==> src/rtl/rsd_pkg.sv <==
package rsd_pkg;

   localparam int SAMPLE_WIDTH = 64;
   localparam int STEP_COUNT_WIDTH = 6;
   localparam int TYPE_WIDTH = 3;
   localparam int SHORT_RUN_MAX = 3;
   localparam logic [TYPE_WIDTH-1:0] DATA_TYPE_RESET = 3'd2;

   localparam logic [1:0] WIDTH_8 = 2'd0;
   localparam logic [1:0] WIDTH_16 = 2'd1;
   localparam logic [1:0] WIDTH_32 = 2'd2;
   localparam logic [1:0] WIDTH_64 = 2'd3;

   typedef enum logic [1:0] {
      STATUS_REGULAR = 2'd0,
      STATUS_SHORT = 2'd1,
      STATUS_IRREGULAR = 2'd2
   } status_type;

   typedef struct packed {
      logic [SAMPLE_WIDTH-1:0] sample_value;
      logic last_sample;
   } req_word_type;

   typedef struct packed {
      status_type status;
      logic [SAMPLE_WIDTH-1:0] start_value;
      logic [SAMPLE_WIDTH-1:0] step_value;
   } rsp_word_type;

   typedef struct packed {
      logic accept;
      logic start_div;
      logic load_direct;
      logic load_div;
   } rsd_cmd_type;

   typedef struct packed {
      logic last;
      logic regular;
      logic div_done;
   } rsd_stat_type;

   function automatic logic [SAMPLE_WIDTH-1:0] type_mask(input logic [1:0] wsel);
      logic [SAMPLE_WIDTH-1:0] mask;
      unique case (wsel)
         WIDTH_8: mask = 64'h0000_0000_0000_00ff;
         WIDTH_16: mask = 64'h0000_0000_0000_ffff;
         WIDTH_32: mask = 64'h0000_0000_ffff_ffff;
         default: mask = 64'hffff_ffff_ffff_ffff;
      endcase
      return mask;
   endfunction

   function automatic logic sign_bit(input logic [1:0] wsel,
                                     input logic [SAMPLE_WIDTH-1:0] value);
      logic bit_out;
      unique case (wsel)
         WIDTH_8: bit_out = value[7];
         WIDTH_16: bit_out = value[15];
         WIDTH_32: bit_out = value[31];
         default: bit_out = value[63];
      endcase
      return bit_out;
   endfunction

endpackage

==> src/rtl/regular_spacing_detector.sv <==
// Checks whether a run of integer samples is evenly spaced. Each req word carries
// one sample; the word with last_sample set closes the run and yields one rsp word
// with the first value and the step, or a code for a run of three or fewer samples
// or for irregular spacing. Samples and steps wrap at the width chosen by the
// data type register (csr port, always ready, reset int32). Every non-final
// sample is taken while no divide is under way, as is the final sample of a
// short or irregular run. The final sample of a regular run is taken at once
// but then blocks the input until the step is in the result register: the
// step comes from a bit-serial divider, started in the accepting cycle, that
// works through the 64-bit span; its quotient then goes to the result
// register. A final sample is also held while an earlier result still
// waits in the result register.
module regular_spacing_detector #(
   parameter int COUNT_WIDTH = 32
) (
   input  logic clock,
   input  logic reset,
   input  logic csr_valid,
   output logic csr_ready,
   input  logic [rsd_pkg::TYPE_WIDTH-1:0] csr_wdata,
   input  logic req_valid,
   output logic req_ready,
   input  rsd_pkg::req_word_type req_word,
   output logic rsp_valid,
   input  logic rsp_ready,
   output rsd_pkg::rsp_word_type rsp_word
);
   import rsd_pkg::*;

   rsd_cmd_type cmd;
   rsd_stat_type stat;

   rsd_controller u_controller (
      .clock(clock),
      .reset(reset),
      .req_valid(req_valid),
      .req_ready(req_ready),
      .rsp_valid(rsp_valid),
      .rsp_ready(rsp_ready),
      .stat(stat),
      .cmd(cmd)
   );

   rsd_datapath #(
      .COUNT_WIDTH(COUNT_WIDTH)
   ) u_datapath (
      .clock(clock),
      .reset(reset),
      .csr_valid(csr_valid),
      .csr_ready(csr_ready),
      .csr_wdata(csr_wdata),
      .req_word(req_word),
      .rsp_word(rsp_word),
      .cmd(cmd),
      .stat(stat)
   );

endmodule

==> src/rtl/rsd_divider.sv <==
module rsd_divider #(
   parameter int DIVISOR_WIDTH = 32
) (
   input  logic clock,
   input  logic reset,
   input  logic start,
   input  logic [rsd_pkg::SAMPLE_WIDTH-1:0] dividend,
   input  logic [DIVISOR_WIDTH-1:0] divisor,
   output logic done,
   output logic [rsd_pkg::SAMPLE_WIDTH-1:0] quotient
);
   import rsd_pkg::*;

   localparam logic [STEP_COUNT_WIDTH-1:0] LastStep = STEP_COUNT_WIDTH'(SAMPLE_WIDTH - 1);

   logic busy_ff, busy_in;
   logic done_ff, done_in;
   logic [STEP_COUNT_WIDTH-1:0] step_ff, step_in;
   logic [DIVISOR_WIDTH-1:0] rem_ff, rem_in;
   logic [DIVISOR_WIDTH-1:0] divisor_ff, divisor_in;
   logic [SAMPLE_WIDTH-1:0] quot_ff, quot_in;
   logic [DIVISOR_WIDTH:0] shifted;
   logic [DIVISOR_WIDTH:0] trial;
   logic fits;

   assign shifted = {rem_ff, quot_ff[SAMPLE_WIDTH-1]};
   assign trial = shifted - {1'b0, divisor_ff};
   assign fits = ~trial[DIVISOR_WIDTH];

   always_comb begin
      busy_in = busy_ff;
      done_in = 1'b0;
      step_in = step_ff;
      rem_in = rem_ff;
      divisor_in = divisor_ff;
      quot_in = quot_ff;
      if (start) begin
         busy_in = 1'b1;
         step_in = '0;
         rem_in = '0;
         divisor_in = divisor;
         quot_in = dividend;
      end else if (busy_ff) begin
         rem_in = fits ? trial[DIVISOR_WIDTH-1:0] : shifted[DIVISOR_WIDTH-1:0];
         quot_in = {quot_ff[SAMPLE_WIDTH-2:0], fits};
         step_in = step_ff + 1'b1;
         if (step_ff == LastStep) begin
            busy_in = 1'b0;
            done_in = 1'b1;
         end
      end
   end

   always_ff @(posedge clock) begin
      if (reset) begin
         busy_ff <= 1'b0;
         done_ff <= 1'b0;
         step_ff <= '0;
      end else begin
         busy_ff <= busy_in;
         done_ff <= done_in;
         step_ff <= step_in;
      end
      rem_ff <= rem_in;
      divisor_ff <= divisor_in;
      quot_ff <= quot_in;
   end

   assign done = done_ff;
   assign quotient = quot_ff;

endmodule

==> src/rtl/rsd_datapath.sv <==
module rsd_datapath #(
   parameter int COUNT_WIDTH = 32
) (
   input  logic clock,
   input  logic reset,
   input  logic csr_valid,
   output logic csr_ready,
   input  logic [rsd_pkg::TYPE_WIDTH-1:0] csr_wdata,
   input  rsd_pkg::req_word_type req_word,
   output rsd_pkg::rsp_word_type rsp_word,
   input  rsd_pkg::rsd_cmd_type cmd,
   output rsd_pkg::rsd_stat_type stat
);
   import rsd_pkg::*;

   logic [TYPE_WIDTH-1:0] data_type_ff;
   logic [SAMPLE_WIDTH-1:0] first_ff, prev_ff, pstep_ff;
   logic [COUNT_WIDTH-1:0] count_ff, count_in;
   logic irregular_ff, irregular_in;
   logic neg_ff;
   logic [SAMPLE_WIDTH-1:0] mask_ff, start_ff;
   rsp_word_type rsp_word_ff;

   logic [SAMPLE_WIDTH-1:0] mask, sample, delta, span, extended, magnitude;
   logic [SAMPLE_WIDTH-1:0] signed_quot;
   logic [SAMPLE_WIDTH-1:0] quotient;
   logic [COUNT_WIDTH-1:0] divisor;
   logic negative, div_done;
   status_type final_status;

   assign csr_ready = 1'b1;

   always_ff @(posedge clock) begin
      if (reset) begin
         data_type_ff <= DATA_TYPE_RESET;
      end else if (csr_valid) begin
         data_type_ff <= csr_wdata;
      end
   end

   assign mask = type_mask(data_type_ff[1:0]);
   assign sample = req_word.sample_value & mask;
   assign delta = (sample - (prev_ff & mask)) & mask;
   assign span = (sample - (first_ff & mask)) & mask;

   always_comb begin
      count_in = (count_ff != '1) ? count_ff + 1'b1 : count_ff;
      irregular_in = irregular_ff;
      if ((count_ff > COUNT_WIDTH'(1)) && (delta != (pstep_ff & mask))) begin
         irregular_in = 1'b1;
      end
      if (count_in <= COUNT_WIDTH'(SHORT_RUN_MAX)) begin
         final_status = STATUS_SHORT;
      end else if (irregular_in) begin
         final_status = STATUS_IRREGULAR;
      end else begin
         final_status = STATUS_REGULAR;
      end
   end

   always_ff @(posedge clock) begin
      if (reset) begin
         count_ff <= '0;
         irregular_ff <= 1'b0;
      end else if (cmd.accept) begin
         count_ff <= req_word.last_sample ? '0 : count_in;
         irregular_ff <= req_word.last_sample ? 1'b0 : irregular_in;
      end
      if (cmd.accept) begin
         if (count_ff == '0) begin
            first_ff <= sample;
         end else begin
            pstep_ff <= delta;
         end
         prev_ff <= sample;
      end
   end

   // signed runs divide the magnitude and restore the sign afterwards
   assign negative = ~data_type_ff[2] & sign_bit(data_type_ff[1:0], span);
   assign extended = negative ? (span | ~mask) : span;
   assign magnitude = negative ? (SAMPLE_WIDTH'(0) - extended) : extended;
   assign divisor = count_in - 1'b1;

   always_ff @(posedge clock) begin
      if (cmd.start_div) begin
         neg_ff <= negative;
         mask_ff <= mask;
         start_ff <= first_ff & mask;
      end
   end

   rsd_divider #(
      .DIVISOR_WIDTH(COUNT_WIDTH)
   ) u_divider (
      .clock(clock),
      .reset(reset),
      .start(cmd.start_div),
      .dividend(magnitude),
      .divisor(divisor),
      .done(div_done),
      .quotient(quotient)
   );

   assign signed_quot = neg_ff ? (SAMPLE_WIDTH'(0) - quotient) : quotient;

   always_ff @(posedge clock) begin
      if (cmd.load_direct) begin
         rsp_word_ff.status <= final_status;
         rsp_word_ff.start_value <= '0;
         rsp_word_ff.step_value <= '0;
      end else if (cmd.load_div) begin
         rsp_word_ff.status <= STATUS_REGULAR;
         rsp_word_ff.start_value <= start_ff;
         rsp_word_ff.step_value <= signed_quot & mask_ff;
      end
   end

   assign rsp_word = rsp_word_ff;
   assign stat.last = req_word.last_sample;
   assign stat.regular = (final_status == STATUS_REGULAR);
   assign stat.div_done = div_done;

endmodule

==> src/rtl/rsd_controller.sv <==
module rsd_controller (
   input  logic clock,
   input  logic reset,
   input  logic req_valid,
   output logic req_ready,
   output logic rsp_valid,
   input  logic rsp_ready,
   input  rsd_pkg::rsd_stat_type stat,
   output rsd_pkg::rsd_cmd_type cmd
);
   import rsd_pkg::*;

   typedef enum logic {
      STATE_IDLE,
      STATE_DIVIDE
   } state_type;

   state_type state_ff;
   logic rsp_valid_ff;

   // a final word waits until the result register is free
   assign req_ready = (state_ff == STATE_IDLE) && !(stat.last && rsp_valid_ff);

   always_comb begin
      cmd.accept = req_valid && req_ready;
      cmd.start_div = cmd.accept && stat.last && stat.regular;
      cmd.load_direct = cmd.accept && stat.last && !stat.regular;
      cmd.load_div = (state_ff == STATE_DIVIDE) && stat.div_done;
   end

   always_ff @(posedge clock) begin
      if (reset) begin
         state_ff <= STATE_IDLE;
         rsp_valid_ff <= 1'b0;
      end else begin
         if (cmd.load_direct || cmd.load_div) begin
            rsp_valid_ff <= 1'b1;
         end else if (rsp_ready) begin
            rsp_valid_ff <= 1'b0;
         end
         unique case (state_ff)
            STATE_IDLE: begin
               if (cmd.start_div) begin
                  state_ff <= STATE_DIVIDE;
               end
            end
            STATE_DIVIDE: begin
               if (stat.div_done) begin
                  state_ff <= STATE_IDLE;
               end
            end
            default: state_ff <= STATE_IDLE;
         endcase
      end
   end

   assign rsp_valid = rsp_valid_ff;

   a_start_enters_divide: assert property (@(posedge clock) disable iff (reset)
      cmd.start_div |=> (state_ff == STATE_DIVIDE))
      else $error("divide not entered after start");

   a_div_load_slot_free: assert property (@(posedge clock) disable iff (reset)
      cmd.load_div |-> !rsp_valid_ff)
      else $error("divide result overwrites unread word");

   a_direct_load_slot_free: assert property (@(posedge clock) disable iff (reset)
      cmd.load_direct |-> !rsp_valid_ff)
      else $error("status result overwrites unread word");

   a_done_only_dividing: assert property (@(posedge clock) disable iff (reset)
      stat.div_done |-> (state_ff == STATE_DIVIDE))
      else $error("divider done outside divide state");

endmodule

==> config.mk <==
export PLATFORM = sky130hd
export DESIGN_NAME = regular_spacing_detector
export DESIGN_NICKNAME = d
export VERILOG_FILES = /design/src/rtl/rsd_pkg.sv /design/src/rtl/regular_spacing_detector.sv /design/src/rtl/rsd_divider.sv /design/src/rtl/rsd_datapath.sv /design/src/rtl/rsd_controller.sv
export SDC_FILE = /design/constraint.sdc
export NUM_CORES = 2
export LEC_CHECK = 0
export BUFFER_PORTS_ARGS = -buffer_cell sky130_fd_sc_hd__buf_2
export CAP_MARGIN = 20
export CORE_MARGIN = 4
export CORE_UTILIZATION = 45
export CTS_CLUSTER_DIAMETER = 60
export DETAILED_ROUTE_END_ITERATION = 10
export PLACE_DENSITY = 0.73
export SLEW_MARGIN = 10
export SYNTH_ARGS = -nofsm -noshare
export SYNTH_HDL_FRONTEND = slang
export SYNTH_SLANG_ARGS = --single-unit
==> constraint.sdc <==
create_clock -name clock -period 8.1 [get_ports clock]
set_input_delay 0.81 -clock clock [delete_from_list [all_inputs] [get_ports clock]]
set_output_delay 0.81 -clock clock [all_outputs]
set_load 0.005 [all_outputs]
* Word-level counts from Yosys, hierarchy flattened
Index checks and enable logic that the tools add are counted.
** Word-level totals
- Flip-flop bits (word level) :: 625
- Input port bits :: 73
- Output and inout bits :: 133
- Word-level logic and storage cells :: 96
** Operators by class
- Add/subtract/negate cells :: 8
- Order comparisons :: 2
- Equal/unequal tests :: 5
- Muxes and demuxes :: 25
- Bitwise operators :: 15
- Reduce and logical (&&, ||, !) cells :: 21
** Operators with widths (number)
- AND 64 bit :: 7
- two-way mux 64 bit :: 5
- two-way mux 130 bit :: 2
- case mux 64 bit (3 select lines) :: 1
- subtractor 1 x 64 -> 64 bit (first input constant) :: 2
- subtractor 64 bit :: 2
- two-way mux 32 bit :: 3
- != test 64 bit :: 1
- NOT 64 bit :: 1
- OR 64 bit :: 1
- subtractor 33 x 32 -> 33 bit :: 1
- adder 32 x 1 -> 32 bit (second input constant) :: 1
- greater-than comparator 32 x 1 -> 1 bit (second input constant) :: 1
- <= comparator 32 x 2 -> 1 bit (second input constant) :: 1
- zero test 32 bit :: 1
- != test 32 bit (second input constant) :: 1
- subtractor 32 x 1 -> 32 bit (second input constant) :: 1
- two-way mux 1 bit :: 10
- logical AND 1 bit :: 8
- adder 6 x 1 -> 6 bit (second input constant) :: 1
- == test 6 bit (second input constant) :: 1
- nonzero test 2 bit :: 3
- NOT 1 bit :: 5
- zero test 2 bit :: 2
- 11 further kinds :: 14

* Longest topological paths before layout
- Depth after elaboration :: 15
- Mapped depth :: 33
- Gate-level depth less buffers :: 19

* Hierarchy
A second synthesis with hierarchy kept.
** Second synthesis, totals
- Cell total of the unflattened synthesis :: 4348
- Area, all modules :: 38126.6 um^2
** By module, submodules not included
- rsd_datapath :: times used 1, cells an instance 3707, area each 30779.5 um^2, sequential area each 11150.7 um^2
- rsd_divider :: times used 1, cells an instance 628, area each 7230.7 um^2, sequential area each 3683.5 um^2
- rsd_controller :: times used 1, cells an instance 13, area each 116.4 um^2, sequential area each 40.0 um^2

* Worst setup path before layout
OpenSTA, ideal clock, no wires.
- Path type :: register -> register
- From :: register u_datapath.data_type_ff[1]
- To :: register u_datapath.mask_ff[15] (enable)
- Setup time :: 0.417 ns
- Arrival :: 8.066 ns
- Data required time :: 7.683 ns
- Slack :: -0.383 ns
- Cell stages (with the launch flop) :: 32
- Buffers on the path :: 16
- Period minus slack after synthesis :: 8.483 ns
- Cell sequence :: dfxtp_1 -> clkbuf_1 -> buf_2 -> buf_2 -> buf_2 -> buf_2 -> clkbuf_1 -> clkbuf_1 -> clkbuf_1 -> clkbuf_1 -> clkbuf_1 -> clkbuf_1 -> clkbuf_1 -> nand2_1 -> ha_1 -> clkbuf_1 -> a21boi_0 -> nand2_1 -> a211oi_1 -> a21oi_1 -> o21ai_1 -> xnor2_1 -> o211ai_1 -> a2111oi_0 -> nor4bb_1 -> nand4_1 -> a31o_1 -> or3_1 -> buf_2 -> inv_2 -> buf_4 -> buf_2
** RTL lines
- start, declared :: RTL line rsd_datapath.sv:16 : logic [TYPE_WIDTH-1:0] data_type_ff;
- start signal, assigned :: RTL line rsd_datapath.sv:37 : data_type_ff <= csr_wdata;
- end signal, assigned :: RTL line rsd_datapath.sv:88 : mask_ff <= mask;
- end, declared :: RTL line rsd_datapath.sv:21 : logic [SAMPLE_WIDTH-1:0] mask_ff, start_ff;

* Worst setup path in the final report
- From :: register u_datapath.data_type_ff[0]
- To :: register u_datapath.start_ff[63] (enable)
** On the way
- Cells in the longest elaborated chain, start to end :: 12
- Elaborated cells on any way between the ends :: 16
- Classes of those cells :: 1 x add/sub; 3 x eq/ne; 4 x mux; 4 x bitwise; 4 x reduce/logical
** RTL lines
- == test 2 bit, or another cell as far along :: RTL line rsd_pkg.sv:46 : unique case (wsel)
- case mux 64 bit (3 select lines) (*) :: RTL line rsd_pkg.sv:46
- AND 64 bit (*) :: RTL line rsd_datapath.sv:42 : assign sample = req_word.sample_value & mask;
- net u_datapath.sample[15] :: RTL line rsd_datapath.sv:24 : logic [SAMPLE_WIDTH-1:0] mask, sample, delta, span, extended, magnitude;
- subtractor 64 bit (*) :: RTL line rsd_datapath.sv:43 : assign delta = (sample - (prev_ff & mask)) & mask;
- AND 64 bit (*) :: RTL line rsd_datapath.sv:43
- != test 64 bit (*) :: RTL line rsd_datapath.sv:49 : if ((count_ff > COUNT_WIDTH'(1)) && (delta != (pstep_ff & mask))) begin
- logical AND 1 bit (*) :: RTL line rsd_datapath.sv:49
- two-way mux 1 bit (*) :: RTL line rsd_datapath.sv:49
- two-way mux 2 bit (*) :: RTL line rsd_datapath.sv:54 : end else if (irregular_in) begin
- two-way mux 2 bit (*) :: RTL line rsd_datapath.sv:52 : if (count_in <= COUNT_WIDTH'(SHORT_RUN_MAX)) begin
- zero test 2 bit (*) :: RTL line rsd_datapath.sv:121 : assign stat.regular = (final_status == STATUS_REGULAR);
- logical AND 1 bit (*) :: RTL line rsd_controller.sv:26 : cmd.start_div = cmd.accept && stat.last && stat.regular;
- end signal, assigned :: RTL line rsd_datapath.sv:89 : start_ff <= first_ff & mask;
- end, declared :: RTL line rsd_datapath.sv:21
The timed path passes the listed nets; every way through them passes the cells marked *.
A chain may end at the register's enable or synchronous reset.

==> impl_metrics.env <==
export IMPL_syn_to_final_growth_pct=11.6
export IMPL_gr_total_overflow=0
export IMPL_core_area_mm2=0.0841
export IMPL_synth_cell_types=104
export IMPL_rsz0062_at_grt="false"
export IMPL_holdWs_ns=0.383
export IMPL_report_final_slew_viol_count=0
export IMPL_crit_arrival_ns=7.61
export IMPL_power_density_mw_per_mm2=219
export IMPL_finClkSkew_ns=0.0333
export IMPL_end_kind="register"
export IMPL_numCtsBuffers=71
export IMPL_tightest_slew_ns=1.06
export IMPL_hold_viol=0
export IMPL_max_cap_violations=0
export IMPL_placed_area_mm2=0.0404
export IMPL_max_freq_ghz=0.137
export IMPL_htreeDepth=3
export IMPL_num_io_pins=206
export IMPL_track_usage=0.253
export IMPL_tns_ns=0
export IMPL_r2r_slack_ns=0.78
export IMPL_wl_per_cell_um=21.0
export IMPL_synth_edff_count=358
export IMPL_place_inst=5510
export IMPL_clock_sinks=564
export IMPL_nFillCells=7838
export IMPL_cp_required_ns=8.38
export IMPL_hold_depth=1
export IMPL_max_slew_margin=0.293
export IMPL_ys_async_sr_fraction=0
export IMPL_first_pass_iters=6
export IMPL_grt_pass1_wl_um=182000
export IMPL_final_setup_viol_count=0
export IMPL_power_total_w=0.00935
export IMPL_drive_gt1_frac=0.116
export IMPL_nets=4690
export IMPL_globalplace_congestion=0.985
export IMPL_io_buffers=204
export IMPL_hold_start="req_word[1]"
export IMPL_initial_core_util=0.456
export IMPL_total_leakage_power_nw=17.7
export IMPL_drtIter0Drc=3549
export IMPL_clk_insertion_delay_late_ns=0.64
export IMPL_finalNonFillerCells=5645
export IMPL_ys_flop_type="edfxtp_1"
export IMPL_period_share=0.904
export IMPL_post_cts_resized=0
export IMPL_ys_warn_count=0
export IMPL_ant_nets=0
export IMPL_r2r_start="u_datapath.data_type_ff[0]$_SDFFE_PP0P_"
export IMPL_synth_area_mm2=0.0383
export IMPL_die_x_um=300
export IMPL_num_vias=33800
export IMPL_fp_row_count=106
export IMPL_avgSynthCellArea_um2=8.80
export IMPL_cts_path_max_buffers=3
export IMPL_tritoncts="done"
export IMPL_min_period_ns=7.32
export IMPL_synthCells=4352
export IMPL_clockRootBuffer="clkbuf_16"
export IMPL_via_per_inst=5.99
export IMPL_hp_class="in -> reg"
export IMPL_syn_num_nets=4592
export IMPL_hold_buffers=0
export IMPL_rr_worst_depth=19
export IMPL_ir_worst_vdd_mv=0.171
export IMPL_hold_end="u_datapath.prev_ff[0]$_DFFE_PP_"
export IMPL_post_cts_buffers=0
export IMPL_reg2reg_to="u_datapath.start_ff[63]$_DFFE_PP_"
export IMPL_grt_max_degree=83
export IMPL_critPathKind="reg -> reg"
export IMPL_die_h_um=300
export IMPL_fin_area_mm2=0.0428
export IMPL_synth_seq_cells=564
export IMPL_dp_hpwl_um=89000
export IMPL_route_detailed_drc=0
export IMPL_totalWireLength_um=119000
export IMPL_dieArea_mm2=0.0899
export IMPL_crit_fanout=67
export IMPL_status="completed"
export IMPL_start_kind="register"
export IMPL_antenna_found_initial=4
export IMPL_cts_reportedPaths_clkPinSlew_ns=0.06
export IMPL_first_global_vias=31600
export IMPL_ys_seq_area_frac=0.388
[worst max-delay path by stage]
stage	start	to	slack (ns)	cells after the start
after global placement	req_word[1]	u_datapath.start_ff[17]$_DFFE_PP_	0.97	21
after global routing	u_datapath.data_type_ff[1]$_SDFFE_PP1P_	u_datapath.start_ff[63]$_DFFE_PP_	0.39	17
final	u_datapath.data_type_ff[0]$_SDFFE_PP0P_	u_datapath.start_ff[63]$_DFFE_PP_	0.78	19
after floorplan	u_datapath.data_type_ff[1]$_SDFFE_PP1P_	u_datapath.mask_ff[15]$_DFFE_PP_	0.15	31
after CTS	u_datapath.data_type_ff[0]$_SDFFE_PP0P_	u_datapath.start_ff[63]$_DFFE_PP_	1.02	19
after detailed placement	req_word[1]	u_datapath.start_ff[17]$_DFFE_PP_	0.86	21
[cell usage in the layout (no fill, tap or decap), types with 20 or more instances in the layout]
cell / netlist / layout
and2_1: 74 / 73
nor3_1: 156 / 156
o21a_1: 47 / 47
a21boi_0: 20 / 20
ha_1: 164 / 164
nand4_1: 65 / 65
or3_1: 40 / 40
nand2_1: 437 / 434
clkbuf_16: 0 / 74
nor2b_1: 35 / 35
a211oi_1: 64 / 64
a32o_1: 32 / 32
a21oi_1: 273 / 272
nor2_1: 477 / 477
a22oi_1: 21 / 21
edfxtp_1: 358 / 358
or2_2: 23 / 23
a31oi_1: 37 / 37
or4_1: 23 / 23
xnor2_1: 181 / 180
dfxtp_1: 206 / 204
xor2_1: 149 / 149
a31o_2: 28 / 28
mux2i_1: 75 / 75
o31ai_1: 48 / 48
nand3_1: 84 / 84
inv_1: 186 / 184
mux2_2: 47 / 47
a21o_1: 85 / 85
o21ai_0: 189 / 189
o211ai_1: 28 / 28
and3_1: 85 / 84
mux2_1: 20 / 20
nand2b_1: 41 / 41
nor4_1: 36 / 36
buf_2: 17 / 204
buf_4: 5 / 51
[logic make-up (layout without fill, tap and decap cells)]
kind of cell | count (synthesis) | after routing | synth area share
mux | 142 | 142 | 0.0393
xor+xnor | 337 | 337 | 0.0796
flops | 564 | 564 | 0.388
fa+ha+maj | 167 | 167 | 0.0551
compound gates | 1068 | 1068 | 0.187
buf+inv | 424 | 580 | 0.0426
simple gates | 1649 | 1649 | 0.208
other cells | 1 | 4 | 0.0000979
[stage by stage]
stage                util  setup WS, ns
floorplan               -         0.155
global placement    0.480         0.973
detailed placement  0.480         0.865
CTS                 0.508          1.02
global route        0.509         0.393
finish              0.509         0.776
[report_power, final]
part	internal (W)	switching, W	leakage, nW
clock network	0.00189	0.00132	1.17
logic	0.00107	0.00180	11.5
registers	0.00319	0.0000758	5.02
total	0.00615	0.00320	17.7
[routing by layer]
layer / up-vias / global-route usage / routed length (µm)
met1: 16100 / 0.360 / 52900
met2: 1398 / 0.402 / 53200
met5: - / 0 / 0
li1: 16100 / - / -
met3: 211 / 0.0373 / 9290
met4: 0 / 0.0735 / 3290
[flip-flops by register name, indices dropped and copies added (netlist names)]
register and flops:
u_datapath.irregular_ff 1, u_datapath.u_divider.rem_ff 32, u_datapath.u_divider.divisor_ff 32, u_datapath.rsp_word 130
u_datapath.u_divider.done 1, u_datapath.u_divider.step_ff 6, u_controller.state_ff 1, u_datapath.u_divider.busy_ff 1
u_datapath.pstep_ff 64, u_datapath.mask_ff 3, u_datapath.first_ff 64, u_datapath.start_ff 64
u_datapath.prev_ff 64, u_datapath.neg_ff 1, u_datapath.u_divider.quotient 64, u_datapath.data_type_ff 3
u_controller.rsp_valid 1, u_datapath.count_ff 32
[synth_stat cells (13+ instances only)]
cell	count	area share
o21bai_1	20	0.0039
nor4_1	36	0.0059
o21a_1	47	0.0092
mux2_2	47	0.014
a31o_2	28	0.0064
nand2b_1	41	0.0067
dfxtp_1	206	0.11
mux2i_1	75	0.020
o21ai_1	15	0.0020
or2_2	23	0.0038
o21ai_0	189	0.025
nand3_1	84	0.011
nor2_1	477	0.047
clkbuf_1	200	0.020
nor2b_1	35	0.0057
ha_1	164	0.054
a211o_1	15	0.0034
or4_1	23	0.0045
xnor2_1	181	0.041
o22ai_1	14	0.0023
or3_1	40	0.0065
buf_2	17	0.0022
a32o_1	32	0.0084
and2_1	74	0.012
xor2_1	149	0.034
and3_1	85	0.014
buf_1	13	0.0013
o211ai_1	28	0.0055
a22oi_1	21	0.0041
a21o_1	85	0.017
nand2_1	437	0.043
a21oi_1	273	0.036
nor3_1	156	0.020
o31ai_1	48	0.0094
a31oi_1	37	0.0060
inv_1	186	0.018
edfxtp_1	358	0.28
a21boi_0	20	0.0039
mux2_1	20	0.0059
nand4_1	65	0.011
a211oi_1	64	0.013
[area by class of cell]
cell class / instances / area, µm² / area share
well taps: 1134 / 1420 / 0.0332
flip-flops and latches: 564 / 14900 / 0.348
diodes: 3 / 7.51 / 0.000176
clock inverters: 40 / 413 / 0.00965
repair buffers: 260 / 1500 / 0.0350
multi-input cells: 3364 / 21900 / 0.511
inverters: 189 / 718 / 0.0168
clock buffers: 91 / 1980 / 0.0462
[critical path, cell delays in order (launching register included)]
cell	delay, ns
dfxtp_1	0.78
nor2_4	0.05
inv_2	0.36
and2_1	0.28
ha_1	0.39
a21oi_1	0.36
o21ai_0	0.19
o211ai_1	0.27
a21oi_1	0.11
a211oi_2	0.56
o31ai_1	0.28
a21oi_2	0.43
nor2_1	0.11
nor3_1	0.33
nor4bb_1	0.46
nand4_1	0.16
a31o_1	0.38
or3_1	0.55
inv_8	0.40
buf_4	0.40
(Power assumes the default switching activity.)
